===== config.mk =====
export PLATFORM = sky130hd
export DESIGN_NAME = cts_cordic_cell
export DESIGN_NICKNAME = d
export VERILOG_FILES = /design/src/rtl/cartesian_to_spherical_macros.svh /design/src/rtl/cts_pkg.sv /design/src/rtl/cts_cordic_cell.sv
export SDC_FILE = /design/constraint.sdc
export NUM_CORES = 1
export LEC_CHECK = 0
export BUFFER_PORTS_ARGS = -buffer_cell sky130_fd_sc_hd__buf_2
export CAP_MARGIN = 5
export CORE_MARGIN = 1.5
export CORE_UTILIZATION = 45
export DETAILED_ROUTE_END_ITERATION = 6
export GPL_ROUTABILITY_DRIVEN = 0
export PLACE_DENSITY = 0.66
export RECOVER_POWER = 50
export SYNTH_ARGS = -nofsm -noshare
export SYNTH_HDL_FRONTEND = slang
export SYNTH_SLANG_ARGS = --single-unit

===== constraint.sdc =====
create_clock -name clock -period 3.25 [get_ports clock]
set_input_delay 0.325 -clock clock [delete_from_list [all_inputs] [get_ports clock]]
set_output_delay 0.325 -clock clock [all_outputs]
set_load 0.05 [all_outputs]

===== src/rtl/cartesian_to_spherical_macros.svh =====
// ---------------------------------------------------------------------------
// cartesian_to_spherical assertion macros
// shorthand for the concurrent checks at the end of the top level
// ---------------------------------------------------------------------------
`ifndef CARTESIAN_TO_SPHERICAL_MACROS_SVH
`define CARTESIAN_TO_SPHERICAL_MACROS_SVH

// same-cycle implication
`define CTS_ASSERT_IMPLY(label, clk, rst, ante, cons) \
   label: assert property (@(posedge clk) disable iff (rst) (ante) |-> (cons)) \
      else $error("cartesian_to_spherical: same-cycle check failed");

// next-cycle implication
`define CTS_ASSERT_NEXT(label, clk, rst, ante, cons) \
   label: assert property (@(posedge clk) disable iff (rst) (ante) |=> (cons)) \
      else $error("cartesian_to_spherical: next-cycle check failed");

`endif


===== src/rtl/cts_pkg.sv =====
// ---------------------------------------------------------------------------
// cts_pkg
// constants and the arctangent table shared by the spherical converter
// ---------------------------------------------------------------------------
package cts_pkg;

   localparam int GUARD_BITS = 8;
   localparam int TURN_W     = 32;
   localparam int OUT_W      = 16;
   localparam int GAIN_W     = 20;
   localparam int GAIN_SHIFT = 20;
   localparam logic [GAIN_W-1:0] K_INV  = 20'd636750;
   localparam logic [TURN_W-1:0] PI_TURN = 32'h8000_0000;

   // atan(2^-i) as a binary angle, 2^32 is a full turn
   function automatic logic [TURN_W-1:0] atan_turn(input int idx);
      logic [TURN_W-1:0] val;
      case (idx)
         0: val = 32'd536870912;
         1: val = 32'd316933406;
         2: val = 32'd167458907;
         3: val = 32'd85004756;
         4: val = 32'd42667331;
         5: val = 32'd21354465;
         6: val = 32'd10679838;
         7: val = 32'd5340245;
         8: val = 32'd2670163;
         9: val = 32'd1335087;
         10: val = 32'd667544;
         11: val = 32'd333772;
         12: val = 32'd166886;
         13: val = 32'd83443;
         14: val = 32'd41722;
         15: val = 32'd20861;
         16: val = 32'd10430;
         17: val = 32'd5215;
         18: val = 32'd2608;
         19: val = 32'd1304;
         20: val = 32'd652;
         21: val = 32'd326;
         22: val = 32'd163;
         23: val = 32'd81;
         24: val = 32'd41;
         25: val = 32'd20;
         26: val = 32'd10;
         27: val = 32'd5;
         28: val = 32'd3;
         29: val = 32'd1;
         30: val = 32'd1;
         default: val = 32'd0;
      endcase
      return val;
   endfunction

endpackage


===== src/rtl/cts_cordic_cell.sv =====
// ---------------------------------------------------------------------------
// cts_cordic_cell
// one vectoring CORDIC iteration with a fixed shift, registered outputs
// ---------------------------------------------------------------------------
module cts_cordic_cell
   import cts_pkg::*;
#(
   parameter int DW    = 26,
   parameter int IDX   = 0,
   parameter int TAG_W = 1
) (
   input  logic                     clock,
   input  logic                     reset,
   input  logic                     in_valid,
   input  logic signed [DW-1:0]     in_x,
   input  logic signed [DW-1:0]     in_y,
   input  logic [TURN_W-1:0]        in_ang,
   input  logic [TAG_W-1:0]         in_tag,
   output logic                     out_valid,
   output logic signed [DW-1:0]     out_x,
   output logic signed [DW-1:0]     out_y,
   output logic [TURN_W-1:0]        out_ang,
   output logic [TAG_W-1:0]         out_tag
);

   logic signed [DW-1:0] dx, dy;
   logic signed [DW-1:0] x_in, y_in;
   logic [TURN_W-1:0]    ang_in;
   logic                 valid_ff;
   logic signed [DW-1:0] x_ff, y_ff;
   logic [TURN_W-1:0]    ang_ff;
   logic [TAG_W-1:0]     tag_ff;

   // shifted cross terms
   assign dx = in_y >>> IDX;
   assign dy = in_x >>> IDX;

   // rotate toward the x axis
   always_comb begin
      if (!in_y[DW-1]) begin
         x_in   = in_x + dx;
         y_in   = in_y - dy;
         ang_in = in_ang + atan_turn(IDX);
      end else begin
         x_in   = in_x - dx;
         y_in   = in_y + dy;
         ang_in = in_ang - atan_turn(IDX);
      end
   end

   always_ff @(posedge clock) begin
      if (reset) begin
         valid_ff <= 1'b0;
      end else begin
         valid_ff <= in_valid;
      end
   end

   always_ff @(posedge clock) begin
      x_ff   <= x_in;
      y_ff   <= y_in;
      ang_ff <= ang_in;
      tag_ff <= in_tag;
   end

   assign out_valid = valid_ff;
   assign out_x     = x_ff;
   assign out_y     = y_ff;
   assign out_ang   = ang_ff;
   assign out_tag   = tag_ff;

endmodule


==> summary.txt <==
Data arrival, critical path -> 2.80 ns
Clk pwr share -> 27.4%
Peak VDD IR -> 0.255 mV
Syn Nets -> 944
clock buffer depth -> 2
Synth-to-Final Area Change -> 19.7%
Avg Inst Size Synth -> 8.06 um^2
final hold slack -> 0.0794 ns
top cells by area, synth -> dfxtp_1, ha_1, a21oi_1
All-Layer GR Usage -> 26.0%
slowest CP cell -> a211oi_2
GR Overflow Total -> 0
Post-Syn Instances -> 777
DIE WIDTH -> 121 um
Starting Density -> 46.7%
crit-path leading delay family -> compound AO/OA/AOI/OAI gates
WL per Instance -> 17.3 um
final-report max-slew violation count -> 0
post-synth cell types -> 69
first-pass GRT wire length -> 29600 um
share of the synthesized area in the top cell type -> 27.2%
Power Total -> 4170 uW
worst-path cell chain -> clkbuf_1, ha_1, fa_1, nor2b_1, o211ai_1, a211oi_1, a211oi_2, nor3_1, nor3_1, xnor2_1
RSZ-0062 raised after global routing -> no
#FFs+latches synth -> 85
number of synthesized flops with an enable pin -> 0
core area -> 13400 um^2
Relative slew margins -> 11.6%
CP Max Fanout -> 5
Hold WC Path Type -> input port to flop
sw frac -> 43.1%
Final #Nets -> 1106
PortBufs -> 173
Seq/Total Area, Yosys -> 27.2%
Num CTS Buffers -> 9
Main synth FF type -> dfxtp_1
Pleak -> 0.00343 uW
Detail Placement HPWL -> 15300 um
kind of critical path -> input port to flop
initial antenna violation count -> 0
CTS Hold Buffers Added -> 0
most used standard cell by instance count after synthesis -> a21oi_1
I/O pins -> 174
setup TNS -> 0 ns
CTS HTree Levels -> 3
Tcrit/Tclk final -> 77.4%
pwr/cell area -> 556 nW/um^2
Comb power frac -> 42.0%
sequential power share -> 30.6%
share of post-route cells with drive strength above 1 -> 17.5%
chip height -> 121 um
final setup margin -> 0.735 ns
hold depth -> 1
DR vias/cell -> 5.62
Net Sw Power -> 1800 uW
critical path required time -> 3.53 ns
row count -> 42
Synth area leader -> dfxtp_1
post_cts resized -> 0
actual slew at the worst max-slew pin -> 1.33 ns
Fin. Hold Viols -> 0
vias in the first global route -> 5728
Place WS -> 0.454 ns
antenna fix cells -> 0
crit-path most repeated cell -> nor3_1
Final setup violation count -> 0
Worst Hold Path EP -> out_ang[19]
post-CTS setup buffer count -> 0
crit end category -> flop
largest net degree at the start of global routing -> 65
status -> complete, no violations
Yosys warnings -> 0
die area -> 14600 um^2
leading cell types by count after synthesis -> a21oi_1, dfxtp_1, inv_1
startpoint types -> input port
maximum clock frequency -> 0.398 GHz
Routed WL -> 19300 um
CTS tree -> built
via count -> 6284
max_cap viols -> 0
Starting DRT DRC Count -> 703
Synth Cell Area -> 6260 um^2
TritonCTS Sinks -> 85
hold path start -> in_ang[19]
max incr delay on CP -> 0.46 ns
CP bufs+invs -> 1
fin crit period -> 2.51 ns
ys async rst share -> 0%
Pint -> 2370 uW
clock-pin slew on the worst setup and hold paths -> 0.07 ns
final core utilization -> 55.9%
ANT nets after route -> 0
root buf cell -> clkbuf_16
total iterations of the first detailed-routing run -> 6
drt drc -> 0
[sequential cells by signal, indices dropped and copies added (netlist names)]
register	count
out_ang	32
out_tag	1
out_valid	1
out_x	25
out_y	26
[power by group through the flow]
| stage | logic [uW] | registers [uW] | clock network (uW) |
|---|---|---|---|
| floorplan | 688 | 1910 | 0 |
| global placement | 1750 | 1300 | 0 |
| detailed placement | 1750 | 1300 | 0 |
| CTS | 1760 | 1280 | 1160 |
| global route | 1850 | 1290 | 1200 |
| finish | 1750 | 1280 | 1140 |
[area by class of cell]
class	instances	area [um^2]
Tap cell	176	220
Inverter	87	327
Timing Repair Buffer	183	872
Clock buffer	10	239
Fill cell	1351	5900
Multi-Input combinational cell	573	4050
Sequential cell	85	1700
Clock inverter	5	85.1
[layer usage]
layer	up-vias	wire length (um)	part of all wire [%]	global-route usage (%)
li1	3039	-	-	-
met1	2824	8490	44	34.8
met2	376	8180	42	39.2
met3	45	2110	11	6.95
met4	0	534	2.8	11.5
met5	-	0	0	0
[per-stage QoR]
step / area [um^2] / cells
after detailed placement: 7240 / 1104
after floorplan: 6260 / 777
after global placement: 7240 / 1104
after CTS: 7570 / 1119
final: 7500 / 1119
after global routing: 7500 / 1119
[cell usage in the layout, fill, tap and decap left out, types with 11 or more instances in the layout]
| cell type | instances |
|---|---|
| nor3_1 | 14 |
| clkbuf_1 | 53 |
| buf_2 | 120 |
| inv_1 | 80 |
| ha_1 | 75 |
| nand4_1 | 11 |
| nor2_1 | 61 |
| o31ai_1 | 13 |
| a21oi_1 | 86 |
| o21ai_0 | 49 |
| nand2_1 | 44 |
| xnor2_1 | 44 |
| nor4_1 | 11 |
| nor2b_1 | 12 |
| dfxtp_1 | 85 |
| a211oi_1 | 13 |
[worst max path at each step]
stage	startpoint	end	slack, ns	cells after the start
6_report	in_x[0]	out_y[22]	0.74	10
5_1_grt	in_x[0]	out_y[24]	0.62	10
4_1_cts	in_x[0]	out_y[24]	0.82	10
3_5_place_dp	in_x[0]	out_y[24]	0.45	10
3_3_place_gp	in_x[6]	out_y[25]	0.48	10
2_1_floorplan	in_x[0]	out_x[24]	0.96	9
[cell families after synthesis]
logic type | after synthesis | share of synthesized area, %
AO/OA/AOI/OAI | 255 | 26.2
AND/OR/NAND/NOR | 183 | 14.3
buffers and inverters | 119 | 8.11
flip-flops | 85 | 27.2
adder cells (fa/ha/maj) | 79 | 16.3
XOR/XNOR | 50 | 6.99
multiplexers | 6 | 0.959
Power figures use the tool's default switching activity.
