$ cat config.mk
export PLATFORM = sky130hd
export DESIGN_NAME = cts_gain
export DESIGN_NICKNAME = d
export VERILOG_FILES = /design/src/rtl/cartesian_to_spherical_macros.svh /design/src/rtl/cts_pkg.sv /design/src/rtl/cts_gain.sv
export SDC_FILE = /design/constraint.sdc
export NUM_CORES = 1
export LEC_CHECK = 0
export ABC_AREA = 1
export BUFFER_PORTS_ARGS = -buffer_cell sky130_fd_sc_hd__buf_4
export CAP_MARGIN = 5
export CORE_MARGIN = 5
export CORE_UTILIZATION = 65
export CTS_CLUSTER_SIZE = 25
export DETAILED_ROUTE_END_ITERATION = 6
export GPL_TIMING_DRIVEN = 0
export PLACE_DENSITY_LB_ADDON = 0.2
export SETUP_SLACK_MARGIN = 0.05
export SLEW_MARGIN = 20
export SYNTH_ARGS = -nofsm -noshare
export SYNTH_HDL_FRONTEND = slang
export SYNTH_SLANG_ARGS = --single-unit
$ cat constraint.sdc
create_clock -name clock -period 9.5 [get_ports clock]
set_input_delay 2.85 -clock clock [delete_from_list [all_inputs] [get_ports clock]]
set_output_delay 2.85 -clock clock [all_outputs]
set_load 0.03 [all_outputs]
$ cat src/rtl/cartesian_to_spherical_macros.svh
// ---------------------------------------------------------------------------
// cartesian_to_spherical assertion macros
// shorthand for the concurrent checks at the end of the top level
// ---------------------------------------------------------------------------
`ifndef CARTESIAN_TO_SPHERICAL_MACROS_SVH
`define CARTESIAN_TO_SPHERICAL_MACROS_SVH

// same-cycle implication
`define CTS_ASSERT_IMPLY(label, clk, rst, ante, cons) \
   label: assert property (@(posedge clk) disable iff (rst) (ante) |-> (cons)) \
      else $error("cartesian_to_spherical: same-cycle check failed");

// next-cycle implication
`define CTS_ASSERT_NEXT(label, clk, rst, ante, cons) \
   label: assert property (@(posedge clk) disable iff (rst) (ante) |=> (cons)) \
      else $error("cartesian_to_spherical: next-cycle check failed");

`endif

$ cat src/rtl/cts_pkg.sv
// ---------------------------------------------------------------------------
// cts_pkg
// constants and the arctangent table shared by the spherical converter
// ---------------------------------------------------------------------------
package cts_pkg;

   localparam int GUARD_BITS = 8;
   localparam int TURN_W     = 32;
   localparam int OUT_W      = 16;
   localparam int GAIN_W     = 20;
   localparam int GAIN_SHIFT = 20;
   localparam logic [GAIN_W-1:0] K_INV  = 20'd636750;
   localparam logic [TURN_W-1:0] PI_TURN = 32'h8000_0000;

   // atan(2^-i) as a binary angle, 2^32 is a full turn
   function automatic logic [TURN_W-1:0] atan_turn(input int idx);
      logic [TURN_W-1:0] val;
      case (idx)
         0: val = 32'd536870912;
         1: val = 32'd316933406;
         2: val = 32'd167458907;
         3: val = 32'd85004756;
         4: val = 32'd42667331;
         5: val = 32'd21354465;
         6: val = 32'd10679838;
         7: val = 32'd5340245;
         8: val = 32'd2670163;
         9: val = 32'd1335087;
         10: val = 32'd667544;
         11: val = 32'd333772;
         12: val = 32'd166886;
         13: val = 32'd83443;
         14: val = 32'd41722;
         15: val = 32'd20861;
         16: val = 32'd10430;
         17: val = 32'd5215;
         18: val = 32'd2608;
         19: val = 32'd1304;
         20: val = 32'd652;
         21: val = 32'd326;
         22: val = 32'd163;
         23: val = 32'd81;
         24: val = 32'd41;
         25: val = 32'd20;
         26: val = 32'd10;
         27: val = 32'd5;
         28: val = 32'd3;
         29: val = 32'd1;
         30: val = 32'd1;
         default: val = 32'd0;
      endcase
      return val;
   endfunction

endpackage

$ cat src/rtl/cts_gain.sv
// ---------------------------------------------------------------------------
// cts_gain
// removes the CORDIC gain: clamp at zero, scale by 1/K, round half up
// ---------------------------------------------------------------------------
module cts_gain
   import cts_pkg::*;
#(
   parameter int DW    = 26,
   parameter int TAG_W = 1
) (
   input  logic                 clock,
   input  logic                 reset,
   input  logic                 in_valid,
   input  logic signed [DW-1:0] in_v,
   input  logic [TAG_W-1:0]     in_tag,
   output logic                 out_valid,
   output logic [DW-1:0]        out_v,
   output logic [TAG_W-1:0]     out_tag
);

   localparam int PW = DW + GAIN_W;

   logic [DW-2:0]    mag;
   logic [PW-1:0]    prod;
   logic [DW-1:0]    v_in;
   logic             valid_ff;
   logic [DW-1:0]    v_ff;
   logic [TAG_W-1:0] tag_ff;

   // negative values count as zero
   assign mag  = in_v[DW-1] ? '0 : in_v[DW-2:0];
   assign prod = PW'(mag) * PW'(K_INV) + (PW'(1) << (GAIN_SHIFT - 1));
   assign v_in = DW'(prod >> GAIN_SHIFT);

   always_ff @(posedge clock) begin
      if (reset) begin
         valid_ff <= 1'b0;
      end else begin
         valid_ff <= in_valid;
      end
   end

   always_ff @(posedge clock) begin
      v_ff   <= v_in;
      tag_ff <= in_tag;
   end

   assign out_valid = valid_ff;
   assign out_v     = v_ff;
   assign out_tag   = tag_ff;

endmodule

==> flow_summary.ini, run 1 <==
[status]
status = complete, no violations

[logic_synthesis]
seq_area_frac_synth_pct = 4.64
synthesis.instances = 1706
async_reset_ff_share_pct = 0
synth_edf_count = 0
synth_top_area_share_pct = 31.8
synthFlopType = dfxtp_1
synth_top_cell_by_area = fa_1
avgSynthCellArea_um2 = 7.08
syn-num-nets = 2087
yosys_warnings = 0
synth-seq-cells = 28
netlist_area_um2 = 12100
synth_cell_types = 34
synth.area.top_cells = fa_1 32%, ha_1 16%, inv_1 16%

[worst_hold_path]
hold_path_end = out_tag
hold_path.class = in -> reg
whs_path_depth = 1
worstHoldStart = in_tag

[die]
io_pins = 58
fp.coreArea_um2 = 18100
core.rowCount = 49
fp.dieArea_um2 = 21400
die_h_um = 146
fp.dieW_um = 146
start_util_pct = 66.6

[route]
vias = 10600
ant_nets = 0
initialDrtViolationCount = 770
routed_wl_mm = 33.0
wire_per_inst_um = 16.5
route.detailed.drc = 0
firstDrtPassIters = 6
via_per_inst = 5.27

[worst_setup_path]
worst_setup_path_start_kind = primary input
critPathKind = in -> reg
crit_arrival_ps = 9350
worst_path_largest_cell_delay_ps = 550
cp.required_ps = 9650
slowest_stage = fa_1
crit_path_end_kind = flip-flop
crit_top_cell = nand2_1
cp_max_fo = 10
crit_start = in_v[25]

[cts]
h-tree-depth = 1
clockRootBuffer = clkbuf_16
cts_buffers = 3
path_clk_slew_ps = 60
postCtsHoldBufs = 0
cts_tree = done
cts_sinks = 28
clock_path_buffers = 2

[place]
dpl_cell_area_um2 = 12800
gp_congestion = 0.970
port_buffers = 57
dp_hpwl_mm = 29.1
dp_slack_ps = -607

[cells_and_area]
fillers = 1553
layout_commonest_cell = inv_1
area_growth_pct = 9.38
seqCellArea_um2 = 561
multiInputGateArea_um2 = 9810
fin_util_pct = 72.8
final_cell_mix = 512 x inv_1, 385 x nand2_1, 192 x fa_1
diodes = 0
nNetsFinal = 2159
final_cell_area_um2 = 13200
layout-drive-gt1-share_pct = 9.97

[sta]
layout_min_cycle_time_ps = 9210
grt_setup_unrepaired = false
drv_slew = 0
fmax_ghz = 0.109
fin_ws_ps = 295
timing.slew.headroom_pct = 61.0
worst_pin_slew_ps = 578
fin_crit_sh_pct = 96.9
hold_viol = 0
finalSetupViolCount = 0

[global_route]
grt_max_degree = 15
grt_pass1_wl_mm = 52.8
track_usage_pct = 31.0
antenna_found_initial = 0
overflow = 0
grt_pass1_vias = 10500

[job]
maxCapViolCount = 0
## repair_timing
action	CTS	global route
pin swaps	0	5
buffers inserted	0	10
resized for setup	17	69
setup endpoints to repair	22	23
## metal layers
metal | part of all wire (%) | track usage, % | up-vias
li1 | - | - | 5122
met1 | 41 | 41.1 | 4986
met2 | 49 | 54.0 | 380
met3 | 6.9 | 3.41 | 79
met4 | 4.0 | 9.22 | 0
met5 | 0 | 0 | -
## cell usage after synthesis (all sizes together) (5+ instances only)
master and instances:
nand3b 10, nor2 184, nand4 24, a21oi 42, nand3 59, dfxtp 28, xnor2 12, ha 159
fa 192, nor3 8, a21o 6, xor2 36, inv 519, o21ai 8, nand2 403, and2 5
## area by class of cell
cell class	count	area share [%]
Buffer	2	0.170
Clock buffer	3	0.568
Multi-Input combinational cell	1156	74.2
Inverter	520	14.8
Timing Repair Buffer	67	3.81
Tap cell	229	2.17
Sequential cell	28	4.24
## per-stage QoR
stage                     setup TNS, ps  hold WS, ps  instances
final                                 0         2690       2005
after global routing                  0         2680       2005
after CTS                             0         2680       1995
after detailed placement         -10870         2960       1992
after global placement            -9900         2960       1992
after floorplan                       0         2880       1706
## logic make-up after synthesis
kind of cell | Yosys count | share of synthesized area (%)
AND/OR/NAND/NOR | 696 | 24.6
buffers and inverters | 522 | 16.2
adder cells (fa/ha/maj) | 351 | 48.3
AO/OA/AOI/OAI | 61 | 2.73
XOR/XNOR | 48 | 3.54
flip-flops | 28 | 4.64
## critical path, delay by kind of cell
kind / cells / cell delay, ps
adders and majority gates: 6 / 3000
and+or+nand+nor: 14 / 2380
xor gates and xnor gates: 2 / 340
buffers and inverters: 8 / 770
## worst max path at each step
stage,end,slack (ps),depth (start not counted)
global route,out_v[15],20,31
CTS,out_v[15],50,30
global placement,out_v[19],-590,30
detailed placement,out_v[18],-610,31
finish,out_v[15],290,30
floorplan,out_v[16],730,30
## state kept, by name, indices dropped and copies added (netlist names)
register / flops
out_v: 26
out_tag: 1
out_valid: 1
Power of run 1 is not shown: default switching activity piles up to over one toggle a cycle in this logic, so the estimate is an artifact.
==> run 2: changes to the inputs <==
--- a/config.mk
+++ b/config.mk
@@ -9,7 +9,7 @@
 export BUFFER_PORTS_ARGS = -buffer_cell sky130_fd_sc_hd__buf_4
 export CAP_MARGIN = 5
 export CORE_MARGIN = 5
-export CORE_UTILIZATION = 65
+export CORE_UTILIZATION = 30
 export CTS_CLUSTER_SIZE = 25
 export DETAILED_ROUTE_END_ITERATION = 6
 export GPL_TIMING_DRIVEN = 0
==> run 2 against run 1 <==
Via count shrank 4.7%. Final area rose by 3.4%. Highest routed layer is now met5. Critical path type unchanged. Non-clock buffer count rose by 6.
==> flow_summary.ini, run 2 (synthesized netlist as in run 1, its figures left out) <==
[global_route]
antenna_found_initial = 1
track_usage_pct = 15.9
grt_pass1_wl_mm = 56.2
overflow = 0
grt_pass1_vias = 10500
grt_max_degree = 15

[die]
io_pins = 58
fp.dieW_um = 211
fp.dieArea_um2 = 44400
fp.coreArea_um2 = 39800
core.rowCount = 73
start_util_pct = 30.3
die_h_um = 211

[cells_and_area]
area_growth_pct = 13.1
layout-drive-gt1-share_pct = 10.4
diodes = 0
final_cell_area_um2 = 13700
layout_commonest_cell = inv_1
final_cell_mix = 512 x inv_1, 386 x nand2_1, 192 x fa_1
nNetsFinal = 2165
largest_reg_flops = 26

[worst_setup_path]
cp.buffers_inverters = 9
crit_arrival_ps = 9200
slowest_stage = fa_1
worst_setup_path_start_kind = primary input
crit_path_end_kind = flip-flop
critPathKind = in -> reg
crit_top_cell = nand2_1
cp_max_fo = 10
cp.required_ps = 9630
worst_path_largest_cell_delay_ps = 550
path_delay_family = adder cells

[place]
dpl_cell_area_um2 = 13200
gp_congestion = 0.879
dp_slack_ps = -905
dp_hpwl_mm = 31.5
port_buffers = 57

[route]
vias = 10100
via_per_inst = 4.36
ant_nets = 0
initialDrtViolationCount = 569
firstDrtPassIters = 5
routed_wl_mm = 34.3
route.detailed.drc = 0
wire_per_inst_um = 14.9

[cts]
path_clk_slew_ps = 60
cts_sinks = 28
clock_path_buffers = 2
postCtsHoldBufs = 0
cts_buffers = 3
cts_tree = done
clockRootBuffer = clkbuf_16
h-tree-depth = 1

[sta]
worst_pin_slew_ps = 672
drv_slew = 0
fin_setup_tns_ps = 0
fin_ws_ps = 434
grt_setup_unrepaired = false
fmax_ghz = 0.110
holdWs_ps = 2700
timing.slew.headroom_pct = 54.8
layout_min_cycle_time_ps = 9070
finalSetupViolCount = 0
fin_crit_sh_pct = 95.4
hold_viol = 0

[status]
status = complete, no violations

[worst_hold_path]
hold_path.class = in -> reg

[job]
maxCapViolCount = 0
==> run 2: metrics by stage <==
stage	utilization, %	instances
after global placement	33.1	2288
after floorplan	-	1706
final	34.3	2307
after global routing	34.3	2307
after CTS	33.5	2291
after detailed placement	33.1	2288
==> run 2: what timing repair did <==
action                                  CTS  global route
endpoints found under the setup margin   23            22
setup buffers                             0            16
pin swaps                                 0             8
resized for setup                        40            52
==> run 2: layout make-up <==
class                           count  area, um^2
Sequential cell                    28         561
Tap cell                          525         657
Multi-Input combinational cell   1156        9830
Timing Repair Buffer               73         548
Clock buffer                        3        75.1
Inverter                          520        1970
Buffer                              2        26.3
Fill cell                        4398       26200
==> run 2: path summary, 6_finish.rpt <==
kind | start | endpoint | slack [ps] | depth (start not counted)
setup / recovery | in_v[25] | out_v[15] | 430 | 31
hold / removal | in_tag | out_tag | 2700 | 1
==> run 2: per-layer routing <==
layer  part of all wire [%]  track usage (%)  vias up
met5                  0.038                0        -
met4                    1.6             2.17        2
met3                    2.7            0.490       26
met2                     49             28.0      163
met1                     47             22.4     4746
li1                       -                -     5130
Power of run 2 is left out for the same reason.
